--- config.mk ---
export PLATFORM = sky130hd
export DESIGN_NAME = camera_periodic_can_frames_unit_flat
export DESIGN_NICKNAME = d
export VERILOG_FILES = /design/src/design/cpcf_pkg.sv /design/src/design/cpcf_if.sv /design/src/design/cpcf_div.sv /design/src/design/camera_periodic_can_frames_unit.sv /design/src/flat_wrapper.sv
export SDC_FILE = /design/constraint.sdc
export NUM_CORES = 1
export LEC_CHECK = 0
export ABC_AREA = 1
export BUFFER_PORTS_ARGS = -buffer_cell sky130_fd_sc_hd__buf_2
export CAP_MARGIN = 40
export CORE_UTILIZATION = 60
export CTS_BUF_LIST = sky130_fd_sc_hd__clkbuf_2 sky130_fd_sc_hd__clkbuf_4 sky130_fd_sc_hd__clkbuf_8
export DETAILED_ROUTE_END_ITERATION = 10
export GPL_ROUTABILITY_DRIVEN = 0
export PLACE_DENSITY_LB_ADDON = 0.25
export SYNTH_ARGS = -nofsm -noshare
export SYNTH_HDL_FRONTEND = slang
export SYNTH_SLANG_ARGS = --single-unit
--- constraint.sdc ---
create_clock -name clk -period 8.5 [get_ports clk]
set_clock_uncertainty 0.05 [all_clocks]
set_input_delay 1.7 -clock clk [delete_from_list [all_inputs] [get_ports clk]]
set_output_delay 1.7 -clock clk [all_outputs]
set_load 0.01 [all_outputs]
--- src/design/cpcf_pkg.sv ---
// -----------------------------------------------------------------------------
// cpcf_pkg
// Shared types, constants and frame table of the camera periodic frame unit.
// -----------------------------------------------------------------------------
package cpcf_pkg;

	localparam int TICK_W    = 16;
	localparam int ID_W      = 11;
	localparam int LEN_W     = 4;
	localparam int WORD_W    = 32;
	localparam int NUM_FRAMES = 13;
	localparam int IDX_W     = $clog2(NUM_FRAMES);
	localparam int DIV_W     = TICK_W;
	localparam int DVSR_W    = 4;
	localparam int Q5_W      = 14;   // 65535 / 5 < 2**14
	localparam int Q100_W    = 10;   // 65535 / 100 < 2**10

	// reciprocals scaled by 2**RECIP_SHIFT, exact for any 16-bit dividend
	localparam int RECIP_W     = 18;
	localparam int RECIP_SHIFT = 20;
	localparam int PROD_W      = DIV_W + RECIP_W;

	localparam logic [IDX_W-1:0]  LAST_IDX = IDX_W'(NUM_FRAMES - 1);
	localparam logic [DVSR_W-1:0] DVSR_5   = DVSR_W'(5);
	localparam logic [DVSR_W-1:0] DVSR_7   = DVSR_W'(7);
	localparam logic [DVSR_W-1:0] DVSR_15  = DVSR_W'(15);

	localparam logic [RECIP_W-1:0] RECIP_5  = 18'd209716;
	localparam logic [RECIP_W-1:0] RECIP_7  = 18'd149797;
	localparam logic [RECIP_W-1:0] RECIP_15 = 18'd69906;

	localparam logic [ID_W-1:0] ID_STAT_A = 11'h489;
	localparam logic [ID_W-1:0] ID_STAT_B = 11'h48A;

	typedef enum logic [1:0] {
		PER_5,
		PER_40,
		PER_100
	} period_t;

	typedef enum logic [2:0] {
		ST_IDLE,
		ST_DIV5,
		ST_DIV7,
		ST_DIV20,
		ST_DIV15,
		ST_EMIT
	} seq_state_t;

	typedef struct packed {
		logic [ID_W-1:0]   id;
		logic              bus;
		logic [LEN_W-1:0]  len;
		period_t           period;
		logic [WORD_W-1:0] head;
		logic [WORD_W-1:0] tail;
	} frame_entry_t;

	typedef struct packed {
		logic              start;
		logic [DIV_W-1:0]  dividend;
		logic [DVSR_W-1:0] divisor;
	} div_req_t;

	typedef struct packed {
		logic              done;
		logic [DIV_W-1:0]  quotient;
		logic [DVSR_W-1:0] remainder;
	} div_rsp_t;

	localparam frame_entry_t FRAME_TABLE [NUM_FRAMES] = '{
		'{11'h367, 1'b0, 4'd2, PER_40,  32'h0600_0000, 32'h0000_0000},
		'{11'h414, 1'b0, 4'd8, PER_100, 32'h0000_0000, 32'h0000_1700},
		'{11'h489, 1'b0, 4'd8, PER_100, 32'h0000_0000, 32'h0000_0000},
		'{11'h48A, 1'b0, 4'd8, PER_100, 32'h0000_0000, 32'h0000_0000},
		'{11'h48B, 1'b0, 4'd8, PER_100, 32'h6606_080A, 32'h0200_0000},
		'{11'h4D3, 1'b0, 4'd8, PER_100, 32'h1C00_0001, 32'h0000_0000},
		'{11'h130, 1'b1, 4'd7, PER_100, 32'h0000_0000, 32'h0000_3800},
		'{11'h240, 1'b1, 4'd8, PER_5,   32'h0000_1001, 32'h0010_0100},
		'{11'h241, 1'b1, 4'd8, PER_5,   32'h0000_1001, 32'h0010_0100},
		'{11'h244, 1'b1, 4'd8, PER_5,   32'h0000_1001, 32'h0010_0100},
		'{11'h245, 1'b1, 4'd8, PER_5,   32'h0000_1001, 32'h0010_0100},
		'{11'h248, 1'b1, 4'd8, PER_5,   32'h0000_0000, 32'h0000_0001},
		'{11'h466, 1'b1, 4'd3, PER_100, 32'h2020_AD00, 32'h0000_0000}
	};

endpackage

--- src/design/cpcf_if.sv ---
// -----------------------------------------------------------------------------
// cpcf_if
// Valid/ready channels: scheduling tick in, CAN frame out.
// -----------------------------------------------------------------------------
interface cpcf_tick_if;
	logic                         valid;
	logic                         ready;
	logic [cpcf_pkg::TICK_W-1:0]  tick_count;

	modport source (output valid, output tick_count, input ready);
	modport sink   (input valid, input tick_count, output ready);
endinterface

interface cpcf_frame_if;
	logic                         valid;
	logic                         ready;
	logic [cpcf_pkg::ID_W-1:0]    frame_id;
	logic                         target_bus;
	logic [cpcf_pkg::LEN_W-1:0]   byte_count;
	logic [cpcf_pkg::WORD_W-1:0]  payload_head;
	logic [cpcf_pkg::WORD_W-1:0]  payload_tail;
	logic                         last_frame;

	modport source (output valid, output frame_id, output target_bus, output byte_count,
		output payload_head, output payload_tail, output last_frame, input ready);
	modport sink   (input valid, input frame_id, input target_bus, input byte_count,
		input payload_head, input payload_tail, input last_frame, output ready);
endinterface

--- src/design/cpcf_div.sv ---
// -----------------------------------------------------------------------------
// cpcf_div
// Shared divider by a small constant: reciprocal multiply for the quotient,
// then multiply back and subtract for the remainder, one request at a time.
// -----------------------------------------------------------------------------
module cpcf_div (
	input  logic               clk,
	input  logic               arst_n,
	input  cpcf_pkg::div_req_t req,
	output cpcf_pkg::div_rsp_t rsp
);

	logic                                busy_q;
	logic                                done_q;
	logic [cpcf_pkg::DIV_W-1:0]          num_q;
	logic [cpcf_pkg::DIV_W-1:0]          quot_q;
	logic [cpcf_pkg::DVSR_W-1:0]         rem_q;
	logic [cpcf_pkg::DVSR_W-1:0]         dvsr_q;

	logic [cpcf_pkg::RECIP_W-1:0]        recip;
	logic [cpcf_pkg::PROD_W-1:0]         prod;
	logic [cpcf_pkg::DIV_W-1:0]          back;

	always_comb begin
		case (req.divisor)
			cpcf_pkg::DVSR_5:  recip = cpcf_pkg::RECIP_5;
			cpcf_pkg::DVSR_7:  recip = cpcf_pkg::RECIP_7;
			cpcf_pkg::DVSR_15: recip = cpcf_pkg::RECIP_15;
			default:           recip = '0;
		endcase
	end

	assign prod = cpcf_pkg::PROD_W'(req.dividend) * cpcf_pkg::PROD_W'(recip);
	assign back = quot_q * cpcf_pkg::DIV_W'(dvsr_q);

	always_ff @(posedge clk or negedge arst_n) begin
		if (!arst_n) begin
			busy_q <= 1'b0;
			done_q <= 1'b0;
		end else begin
			busy_q <= req.start;
			done_q <= busy_q;
		end
	end

	always_ff @(posedge clk) begin
		if (req.start) begin
			num_q  <= req.dividend;
			quot_q <= cpcf_pkg::DIV_W'(prod >> cpcf_pkg::RECIP_SHIFT);
			dvsr_q <= req.divisor;
		end
		if (busy_q)
			rem_q <= cpcf_pkg::DVSR_W'(num_q - back);
	end

	assign rsp.done      = done_q;
	assign rsp.quotient  = quot_q;
	assign rsp.remainder = rem_q;

	a_rem_below_dvsr: assert property (@(posedge clk) disable iff (!arst_n)
		done_q |-> rem_q < dvsr_q)
		else $error("divider remainder not below divisor");

	a_no_restart_busy: assert property (@(posedge clk) disable iff (!arst_n)
		busy_q |-> !req.start)
		else $error("divider started while busy");

	a_done_follows: assert property (@(posedge clk) disable iff (!arst_n)
		busy_q |=> done_q)
		else $error("divider did not finish after its second cycle");

	a_quot_exact: assert property (@(posedge clk) disable iff (!arst_n)
		done_q |-> (quot_q * cpcf_pkg::DIV_W'(dvsr_q) + cpcf_pkg::DIV_W'(rem_q)) == num_q)
		else $error("divider quotient and remainder do not rebuild the dividend");

endmodule

--- src/design/camera_periodic_can_frames_unit.sv ---
// Sequence: a tick beat is accepted in idle, then four divisions (by 5, 7, 5 and
//   15) run one after another, then the table is walked in order; stalls hold it.
// A new tick is taken only once the walk for the previous one is through.
// A tick with nothing due emits no beat. Output register holds one frame.
// Reset (arst_n low, asynchronous): sequencer idle, no frame pending.
// -----------------------------------------------------------------------------
// camera_periodic_can_frames_unit
// Emits the camera CAN frames due on each scheduling tick, in table order.
// -----------------------------------------------------------------------------
module camera_periodic_can_frames_unit (
	input  logic                clk,
	input  logic                arst_n,
	cpcf_tick_if.sink           tick,
	cpcf_frame_if.source        frame
);

	cpcf_pkg::seq_state_t state_q, state_d;
	cpcf_pkg::div_req_t   div_req;
	cpcf_pkg::div_rsp_t   div_rsp;

	logic [cpcf_pkg::Q5_W-1:0]    q5_q;
	logic                         r5_zero_q;
	logic [2:0]                   r7_q;
	logic                         r20_zero_q;
	logic [cpcf_pkg::DVSR_W-1:0]  r15_q;
	logic [cpcf_pkg::IDX_W-1:0]   idx_q;

	logic                               out_valid_q;
	logic [cpcf_pkg::ID_W-1:0]          id_q;
	logic                               bus_q;
	logic [cpcf_pkg::LEN_W-1:0]         len_q;
	logic [cpcf_pkg::WORD_W-1:0]        head_q;
	logic [cpcf_pkg::WORD_W-1:0]        tail_q;
	logic                               last_q;

	logic [cpcf_pkg::NUM_FRAMES-1:0]    due_vec;
	logic                               cur_due;
	logic                               last_c;
	logic                               can_load;
	logic                               load_out;
	logic                               advance;
	cpcf_pkg::frame_entry_t             ent;
	logic [cpcf_pkg::WORD_W-1:0]        head_c;
	logic [cpcf_pkg::WORD_W-1:0]        tail_c;

	cpcf_div u_div (
		.clk    (clk),
		.arst_n (arst_n),
		.req    (div_req),
		.rsp    (div_rsp)
	);

	// divisible by 40: by 5 and quotient by 8; by 100: by 5, q5 by 4, q5/4 by 5
	always_comb begin
		for (int i = 0; i < cpcf_pkg::NUM_FRAMES; i++) begin
			case (cpcf_pkg::FRAME_TABLE[i].period)
				cpcf_pkg::PER_5:   due_vec[i] = r5_zero_q;
				cpcf_pkg::PER_40:  due_vec[i] = r5_zero_q && (q5_q[2:0] == 3'd0);
				cpcf_pkg::PER_100: due_vec[i] = r5_zero_q && (q5_q[1:0] == 2'd0)
				                              && r20_zero_q;
				default:           due_vec[i] = 1'b0;
			endcase
		end
	end

	always_comb begin
		last_c = 1'b1;
		for (int j = 0; j < cpcf_pkg::NUM_FRAMES; j++) begin
			if (cpcf_pkg::IDX_W'(j) > idx_q && due_vec[j])
				last_c = 1'b0;
		end
	end

	assign cur_due  = due_vec[idx_q];
	assign can_load = !out_valid_q || frame.ready;

	// payload with the rolling bytes patched in
	always_comb begin
		ent    = cpcf_pkg::FRAME_TABLE[idx_q];
		head_c = ent.head;
		tail_c = ent.tail;
		if (ent.period == cpcf_pkg::PER_5) begin
			head_c[31:24] = {3'(r7_q + 3'd1), 5'd0};
		end else if (ent.id == cpcf_pkg::ID_STAT_A || ent.id == cpcf_pkg::ID_STAT_B) begin
			tail_c[7:0] = {ent.id[1], 3'd0, 4'(r15_q + 4'd1)};
		end
	end

	// next state
	always_comb begin
		state_d = state_q;
		case (state_q)
			cpcf_pkg::ST_IDLE:  if (tick.valid) state_d = cpcf_pkg::ST_DIV5;
			cpcf_pkg::ST_DIV5:  if (div_rsp.done) state_d = cpcf_pkg::ST_DIV7;
			cpcf_pkg::ST_DIV7:  if (div_rsp.done) state_d = cpcf_pkg::ST_DIV20;
			cpcf_pkg::ST_DIV20: if (div_rsp.done) state_d = cpcf_pkg::ST_DIV15;
			cpcf_pkg::ST_DIV15: if (div_rsp.done) state_d = cpcf_pkg::ST_EMIT;
			cpcf_pkg::ST_EMIT:  if (advance && idx_q == cpcf_pkg::LAST_IDX)
				state_d = cpcf_pkg::ST_IDLE;
			default:            state_d = cpcf_pkg::ST_IDLE;
		endcase
	end

	// sequencer outputs; each division is started as the previous one finishes
	always_comb begin
		tick.ready       = 1'b0;
		div_req.start    = 1'b0;
		div_req.dividend = '0;
		div_req.divisor  = cpcf_pkg::DVSR_5;
		load_out         = 1'b0;
		advance          = 1'b0;
		case (state_q)
			cpcf_pkg::ST_IDLE: begin
				tick.ready       = 1'b1;
				div_req.start    = tick.valid;
				div_req.dividend = tick.tick_count;
				div_req.divisor  = cpcf_pkg::DVSR_5;
			end
			cpcf_pkg::ST_DIV5: begin
				div_req.start    = div_rsp.done;
				div_req.dividend = cpcf_pkg::DIV_W'(div_rsp.quotient[cpcf_pkg::Q5_W-1:0]);
				div_req.divisor  = cpcf_pkg::DVSR_7;
			end
			cpcf_pkg::ST_DIV7: begin
				div_req.start    = div_rsp.done;
				div_req.dividend = cpcf_pkg::DIV_W'(q5_q[cpcf_pkg::Q5_W-1:2]);
				div_req.divisor  = cpcf_pkg::DVSR_5;
			end
			cpcf_pkg::ST_DIV20: begin
				div_req.start    = div_rsp.done;
				div_req.dividend =
					cpcf_pkg::DIV_W'(div_rsp.quotient[cpcf_pkg::Q100_W-1:0]);
				div_req.divisor  = cpcf_pkg::DVSR_15;
			end
			cpcf_pkg::ST_DIV15: begin
			end
			cpcf_pkg::ST_EMIT: begin
				load_out = cur_due && can_load;
				advance  = !cur_due || can_load;
			end
			default: begin
			end
		endcase
	end

	always_ff @(posedge clk or negedge arst_n) begin
		if (!arst_n) begin
			state_q     <= cpcf_pkg::ST_IDLE;
			idx_q       <= '0;
			out_valid_q <= 1'b0;
		end else begin
			state_q <= state_d;
			if (state_q == cpcf_pkg::ST_DIV15)
				idx_q <= '0;
			else if (advance)
				idx_q <= idx_q + 1'b1;
			if (load_out)
				out_valid_q <= 1'b1;
			else if (frame.ready)
				out_valid_q <= 1'b0;
		end
	end

	always_ff @(posedge clk) begin
		if (div_rsp.done) begin
			case (state_q)
				cpcf_pkg::ST_DIV5: begin
					q5_q      <= div_rsp.quotient[cpcf_pkg::Q5_W-1:0];
					r5_zero_q <= (div_rsp.remainder == '0);
				end
				cpcf_pkg::ST_DIV7:  r7_q <= div_rsp.remainder[2:0];
				cpcf_pkg::ST_DIV20: r20_zero_q <= (div_rsp.remainder == '0);
				cpcf_pkg::ST_DIV15: r15_q <= div_rsp.remainder;
				default: begin
				end
			endcase
		end
		if (load_out) begin
			id_q   <= ent.id;
			bus_q  <= ent.bus;
			len_q  <= ent.len;
			head_q <= head_c;
			tail_q <= tail_c;
			last_q <= last_c;
		end
	end

	assign frame.valid        = out_valid_q;
	assign frame.frame_id     = id_q;
	assign frame.target_bus   = bus_q;
	assign frame.byte_count   = len_q;
	assign frame.payload_head = head_q;
	assign frame.payload_tail = tail_q;
	assign frame.last_frame   = last_q;

	a_done_in_div: assert property (@(posedge clk) disable iff (!arst_n)
		div_rsp.done |-> (state_q != cpcf_pkg::ST_IDLE && state_q != cpcf_pkg::ST_EMIT))
		else $error("divider finished outside a division step");

	a_rolls_in_range: assert property (@(posedge clk) disable iff (!arst_n)
		state_q == cpcf_pkg::ST_EMIT |-> (r7_q <= 3'd6 && r15_q <= 4'd14))
		else $error("rolling counter remainder out of range");

	a_emit_ends_idle: assert property (@(posedge clk) disable iff (!arst_n)
		(state_q == cpcf_pkg::ST_EMIT && advance && idx_q == cpcf_pkg::LAST_IDX)
		|=> state_q == cpcf_pkg::ST_IDLE)
		else $error("table walk did not end in idle");

	a_last_no_more: assert property (@(posedge clk) disable iff (!arst_n)
		(load_out && last_c) |=> !load_out)
		else $error("frame loaded after last frame of tick");

endmodule

--- src/flat_wrapper.sv ---
// flat-port wrapper written by rule: the top's interface ports become plain ports
module camera_periodic_can_frames_unit_flat 
  (clk, arst_n, tick_valid, tick_tick_count, tick_ready, frame_valid, frame_frame_id, frame_target_bus, frame_byte_count, frame_payload_head, frame_payload_tail, frame_last_frame, frame_ready);
  cpcf_tick_if tick_i ();
  cpcf_frame_if frame_i ();
  input  logic clk;
  input  logic arst_n;
  input wire logic [$bits(tick_i.valid)-1:0] tick_valid;
  input wire logic [$bits(tick_i.tick_count)-1:0] tick_tick_count;
  output wire logic [$bits(tick_i.ready)-1:0] tick_ready;
  output wire logic [$bits(frame_i.valid)-1:0] frame_valid;
  output wire logic [$bits(frame_i.frame_id)-1:0] frame_frame_id;
  output wire logic [$bits(frame_i.target_bus)-1:0] frame_target_bus;
  output wire logic [$bits(frame_i.byte_count)-1:0] frame_byte_count;
  output wire logic [$bits(frame_i.payload_head)-1:0] frame_payload_head;
  output wire logic [$bits(frame_i.payload_tail)-1:0] frame_payload_tail;
  output wire logic [$bits(frame_i.last_frame)-1:0] frame_last_frame;
  input wire logic [$bits(frame_i.ready)-1:0] frame_ready;
  assign tick_i.valid = tick_valid;
  assign tick_i.tick_count = tick_tick_count;
  assign tick_ready = tick_i.ready;
  assign frame_valid = frame_i.valid;
  assign frame_frame_id = frame_i.frame_id;
  assign frame_target_bus = frame_i.target_bus;
  assign frame_byte_count = frame_i.byte_count;
  assign frame_payload_head = frame_i.payload_head;
  assign frame_payload_tail = frame_i.payload_tail;
  assign frame_last_frame = frame_i.last_frame;
  assign frame_i.ready = frame_ready;
  camera_periodic_can_frames_unit u_core (.clk(clk), .arst_n(arst_n), .tick(tick_i), .frame(frame_i));
endmodule
### Yosys cells after proc, flatten, opt, wreduce, memory -nomap -nowiden

Memories as Yosys holds them, arrays and structs flattened.
Cells that the tools add are included.

| storage, ports and cells | value |
|---|---|
| RAM bits | 0 |
| input port bits | 20 |
| output and inout port bits | 83 |
| word-level logic and storage cells | 121 |
| bits in registers | 140 |
| memories | 1 |
| ROM bits | 1,312 |
| latch bits | 0 |

Memories:

| name | depth | width | rd ports | clocked after memory_dff | wr ports | RTL line | RTL |
|---|---|---|---|---|---|---|---|
| (no name shown) | 16 | 82 | 1 | 0 | 0 | camera_periodic_can_frames_unit.sv:79 | `ent = cpcf_pkg::FRAME_TABLE[idx_q];` |

| operators by class | value |
|---|---|
| multipliers | 2 |
| div/mod/pow operators | 0 |
| multiplexer cells | 24 |
| shifts and indexed selects | 0 |
| bitwise logic cells | 1 |
| reductions and logical operators | 36 |
| add/subtract/negate cells | 4 |
| order comparisons | 15 |
| equality and inequality tests | 17 |

Operator list:

| operator | number |
|---|---|
| two-way mux 82 bit | 2 |
| case mux 21 bit (4 select lines) | 1 |
| case mux 18 bit (3 select lines) | 1 |
| multiplier 16 x 18 -> 34 bit | 1 |
| two-way mux 8 bit | 3 |
| equality test 11 bit, second input constant | 2 |
| greater-than comparator 4 bit, first input constant | 5 |
| logical AND 1 bit | 18 |
| two-way mux 3 bit | 6 |
| case mux 3 bit (6 select lines) | 1 |
| greater-than comparator 3 x 4 -> 1 bit, first input constant | 4 |
| multiplier 14 x 4 -> 4 bit | 1 |
| OR reduction 12 bit | 1 |
| != test 2 bit, second input constant | 5 |
| adder 4 x 1 -> 4 bit, second input constant | 2 |
| equality test 4 x 3 -> 1 bit, second input constant | 2 |
| equality test 4 bit, second input constant | 2 |
| greater-than comparator 1 x 4 -> 1 bit, first input constant | 2 |
| greater-than comparator 2 x 4 -> 1 bit, first input constant | 2 |
| two-way mux 4 bit | 2 |
| AND reduction 2 bit | 4 |
| two-way mux 1 bit | 7 |
| equality test 3 x 2 -> 1 bit, second input constant | 2 |
| equality test 3 bit, second input constant | 2 |
| 15 further kinds | 21 |

### Longest topological paths before layout

| logic depth | value |
|---|---|
| word-level depth | 11 |
| depth in mapped cells | 33 |
| depth with buffers taken out | 32 |

### By module

Synthesis repeated with hierarchy kept, for this count alone.

| second synthesis, totals | value |
|---|---|
| cells, all modules | 1,561 |
| area total of the unflattened synthesis | 12,954.9 um^2 |

By module, submodules not included:

| module | cells an instance | times used | area an instance (um^2) | sequential area each (um^2) |
|---|---|---|---|---|
| cpcf_div | 1,204 | 1 | 9,317.7 | 830.8 |
| camera_periodic_can_frames_unit | 357 | 1 | 3,637.2 | 1,941.9 |

### Worst setup path before layout

Ideal clock, no wire load.

| timing | value |
|---|---|
| kind | input to register |
| start point | input port tick_tick_count[9] |
| end point | register u_core.u_div.quot_q[10] (netlist name), data pin |
| stages on the path | 24 |
| data required time | 8.198 ns |
| slack | 1.669 ns |
| path buffers | 0 |
| arrival | 6.528 ns |
| setup time | 0.252 ns |
| cells stage by stage | a22o_1 -> a21oi_1 -> nor2_1 -> fa_1 -> inv_1 -> fa_1 -> inv_1 -> fa_1 -> inv_1 -> fa_1 -> inv_1 -> fa_1 -> inv_1 -> fa_1 -> inv_1 -> ha_1 -> a21oi_1 -> o21ai_0 -> a21oi_1 -> nor2_1 -> nor2_1 -> nand2_1 -> nand2_1 -> nand2_1 |

| between the ends | value |
|---|---|
| cells in the longest elaborated chain, start to end | 2 |

RTL lines:

| element | RTL line | RTL |
|---|---|---|
| start: declaration | flat_wrapper.sv:9 | `input wire logic [$bits(tick_i.tick_count)-1:0] tick_tick_count;` |
| case mux 21 bit (4 select lines) | camera_periodic_can_frames_unit.sv:112 | `case (state_q)` |
| multiplier 16 x 18 -> 34 bit | cpcf_div.sv:33 | `assign prod = cpcf_pkg::PROD_W'(req.dividend) * cpcf_pkg::PROD_W'(recip);` |
| named net u_core.u_div.prod, one bit | cpcf_div.sv:21 | `logic [cpcf_pkg::PROD_W-1:0] prod;` |
| end signal: assignment | cpcf_div.sv:49 | `quot_q <= cpcf_pkg::DIV_W'(prod >> cpcf_pkg::RECIP_SHIFT);` |
| end: declaration | cpcf_div.sv:16 | `logic [cpcf_pkg::DIV_W-1:0] quot_q;` |

The timed path passes the listed nets, and every way through them passes these cells.
A chain may end at the register's enable or synchronous reset.

### Final worst setup path

| timing | value |
|---|---|
| start point | register u_core.state_q[0] |
| end point | register u_core.u_div.quot_q[10] (netlist name), data pin |

| between the ends | value |
|---|---|
| cells in the longest elaborated chain, start to end | 5 |
| elaborated cells between the ends (all ways) | 10 |
| classes of those cells | mul: 1; eq/ne: 6; mux: 2; reduce/logical: 1 |

RTL lines:

| element | RTL line | RTL |
|---|---|---|
| start: declaration | camera_periodic_can_frames_unit.sv:17 | `cpcf_pkg::seq_state_t state_q, state_d;` |
| start signal: assignment | camera_periodic_can_frames_unit.sv:148 | `state_q <= cpcf_pkg::ST_IDLE;` |
| start signal: assignment | camera_periodic_can_frames_unit.sv:152 | `state_q <= state_d;` |
| equality test 3 x 2 -> 1 bit, or another cell as far along | camera_periodic_can_frames_unit.sv:112 |  |
| case mux 21 bit (4 select lines) (*) | camera_periodic_can_frames_unit.sv:112 |  |
| equality test 4 bit or equality test 4 x 3 -> 1 bit (tied branches) | cpcf_div.sv:25 | `case (req.divisor)` |
| case mux 18 bit (3 select lines) | cpcf_div.sv:25 |  |
| multiplier 16 x 18 -> 34 bit (*) | cpcf_div.sv:33 |  |
| named net u_core.u_div.prod, one bit | cpcf_div.sv:21 |  |

The timed path passes the listed nets; every way through them passes the cells marked *.

==> results_dict.tcl <==
set metrics [dict create \
    antenna_found_initial 0 \
    drtAntennaViolNets 0 \
    cp_max_fo 14 \
    async_reset_ff_share_pct 10.9 \
    clk_latency_ns 0.41 \
    tightest_slew_ns 0.592 \
    grt_pass1_wl_um 46600 \
    cp.arrival_ns 7.59 \
    clk_path_buf_depth 2 \
    synthCells 1370 \
    clk_pin_slew_ns 0.11 \
    wirelength_um 28600 \
    area_growth_pct 5.60 \
    die-area_um2 20900 \
    critPathKind "flip-flop to flip-flop" \
    setup.worst_path.end_class "flip-flop" \
    synth_area_per_cell_um2 8.90 \
    die_x_um 145 \
    vias 8980 \
    cts-resized-gates 0 \
    grt_max_degree 36 \
    synth_edf_count 82 \
    drv_slew 0 \
    ios 103 \
    die_h_um 145 \
    start_util_pct 61.9 \
    numClockSinks 92 \
    cts_max_level 3 \
    diodes 0 \
    final_layout_size_suffix_gt1_share_pct 9.07 \
    grt-ovfl-total 0 \
    io_buffers 70 \
    max_freq_mhz 134 \
    groute.usage.overall_pct 30.3 \
    setup_viol 0 \
    fillers 1626 \
    routedWlPerCell_um 16.7 \
    holdCritPathClass "flip-flop to flip-flop" \
    cts_tree "yes" \
    drc 0 \
    ys_ff_latch 92 \
    drt_iter0_markers 654 \
    dp_hpwl_um 24800 \
    grt_pass1_vias 8901 \
    first_pass_iters 6 \
    finalHoldViolCount 0 \
    layout.nets 1783 \
    grt_setup_unrepaired "false" \
    ys_seq_area_share_pct 22.2 \
    num_rows 51 \
    cts_root_buffer "clkbuf_8" \
    wl_met1_um 12500 \
    syn_area_um2 12200 \
    ys_warn_count 0 \
    synth_ff_type "edfxtp_1" \
    hold_buffers 0 \
    slew_headroom_pct 60.5 \
    routed-wl-met3_um 2210 \
    finalCritPeriodShare_pct 87.8 \
    post_cts_buffers 0 \
    coreArea_um2 19700 \
    status "finished, final reports clean" \
    final_common_cell "inv_1" \
    yosysUniqueCellTypes 51 \
    vias_per_cell 5.25 \
    cts_buffers 9 \
    wl_met2_um 13200 \
    period_minus_slack_ns 7.46 \
    drv_cap 0 \
    highest_layer "met4" \
    layout_common_cells "inv_1 (363), ha_1 (179), nand2_1 (177)" \
    worstPathRequired_ns 8.63 \
    start_kind "flip-flop" \
    fin_setup_tns_ns 0 \
]
## worst max-delay path, cell delays in order (launching register included)
cell and delay, ns:
dfrtp_1 0.68, nor2_4 0.12, inv_2 0.10, nor2_2 0.07
buf_4 0.23, inv_1 0.44, o22ai_1 0.31, a21oi_1 0.35
nor2_1 0.14, fa_1 0.55, inv_1 0.06, fa_1 0.53
inv_1 0.05, fa_1 0.54, fa_1 0.45, fa_1 0.54
inv_1 0.06, fa_1 0.54, inv_1 0.07, ha_1 0.34
a21oi_1 0.16, o21ai_0 0.19, a21oi_1 0.27, nor2_1 0.09
nor2_1 0.13, nand2_1 0.06, nand2_1 0.05, nand2_1 0.04
## final cells by class
type | count | area, um2 | area share [%]
Multi-Input combinational cell | 888 | 7810 | 60.7
Tap cell | 265 | 332 | 2.57
Clock inverter | 7 | 75.1 | 0.583
Timing Repair Buffer | 75 | 415 | 3.23
Inverter | 374 | 1410 | 10.9
Clock buffer | 9 | 124 | 0.962
Sequential cell | 92 | 2710 | 21.1
## per-stage QoR
stage / util [%] / hold slack (ns) / cell area [um2] / setup slack (ns) / std cells
3_5_place_dp: 64.3 / 0.408 / 12700 / 1.05 / 1694
2_1_floorplan: - / 0.376 / 12400 / 1.67 / 1412
4_1_cts: 65.3 / 0.430 / 12900 / 1.23 / 1710
6_report: 65.3 / 0.425 / 12900 / 1.04 / 1710
3_3_place_gp: 64.1 / 0.389 / 12600 / 1.09 / 1692
5_1_grt: 65.3 / 0.456 / 12900 / 0.702 / 1710
## cell families (layout without fill, tap and decap cells)
kind of cell | Yosys count | after routing | share of synthesized area, %
DFF | 92 | 92 | 22.2
adders and majority gates | 323 | 323 | 42.0
muxes | 1 | 1 | 0.0923
other | 2 | 44 | 0.0616
AOI/OAI and AO/OA | 110 | 110 | 5.50
buffers and inverters | 432 | 465 | 15.0
xor gates and xnor gates | 19 | 19 | 1.36
and+or+nand+nor | 391 | 391 | 13.7
## synthesized netlist by cell type, types with 4 or more instances
library cell | count | share of area [%]
inv_1 | 363 | 11
ha_1 | 179 | 18
o21ai_0 | 28 | 1.1
a21oi_1 | 43 | 1.8
nand4_1 | 9 | 0.46
xnor2_1 | 7 | 0.50
nor2_1 | 122 | 3.8
a21o_1 | 6 | 0.37
nand2_1 | 177 | 5.4
edfxtp_1 | 82 | 20
clkbuf_1 | 5 | 0.15
nand3_1 | 45 | 1.8
fa_1 | 144 | 24
xor2_1 | 12 | 0.86
o22ai_1 | 4 | 0.21
a22o_1 | 6 | 0.43
inv_2 | 9 | 0.28
nor3_1 | 11 | 0.45
dfrtp_1 | 10 | 2.1
buf_4 | 49 | 3.0
nand2_2 | 4 | 0.21
nor2_2 | 5 | 0.26
## flip-flops by register name, summed over array words and instances (netlist names), 2 cells and up
name	cells
u_core.frame.payload_head	11
u_core.u_div.num_q	4
u_core.r15_q	4
u_core.idx_q	4
u_core.frame.byte_count	4
u_core.frame.frame_id	10
u_core.u_div.dvsr_q	2
u_core.state_q	3
u_core.u_div.quot_q	14
u_core.r7_q	3
u_core.q5_q	14
u_core.frame.payload_tail	8
u_core.u_div.rem_q	4
## routing by layer
metal	vias to the layer above	GRT usage (%)
li1	4281	-
met1	4247	42.0
met2	390	48.3
met3	62	5.60
met4	0	9.36
met5	-	0
## final timing paths
kind                       slack, ns                 endpoint           startpoint  cells after the start
max                             1.04  u_core.u_div.quot_q[10]    u_core.state_q[0]                     27
min                             0.42      u_core.u_div.done_q  u_core.u_div.busy_q                      0
max reg2reg                     1.04  u_core.u_div.quot_q[10]    u_core.state_q[0]                     27
min reg2reg                     0.42      u_core.u_div.done_q  u_core.u_div.busy_q                      0
max in group asynchronous       7.09      u_core.u_div.busy_q               arst_n                      1
min in group asynchronous       1.09      u_core.u_div.done_q               arst_n                      1
Power is left out: the tool's default activity adds up to more than one toggle a clock period on the data nets, which glitch-free logic cannot reach.
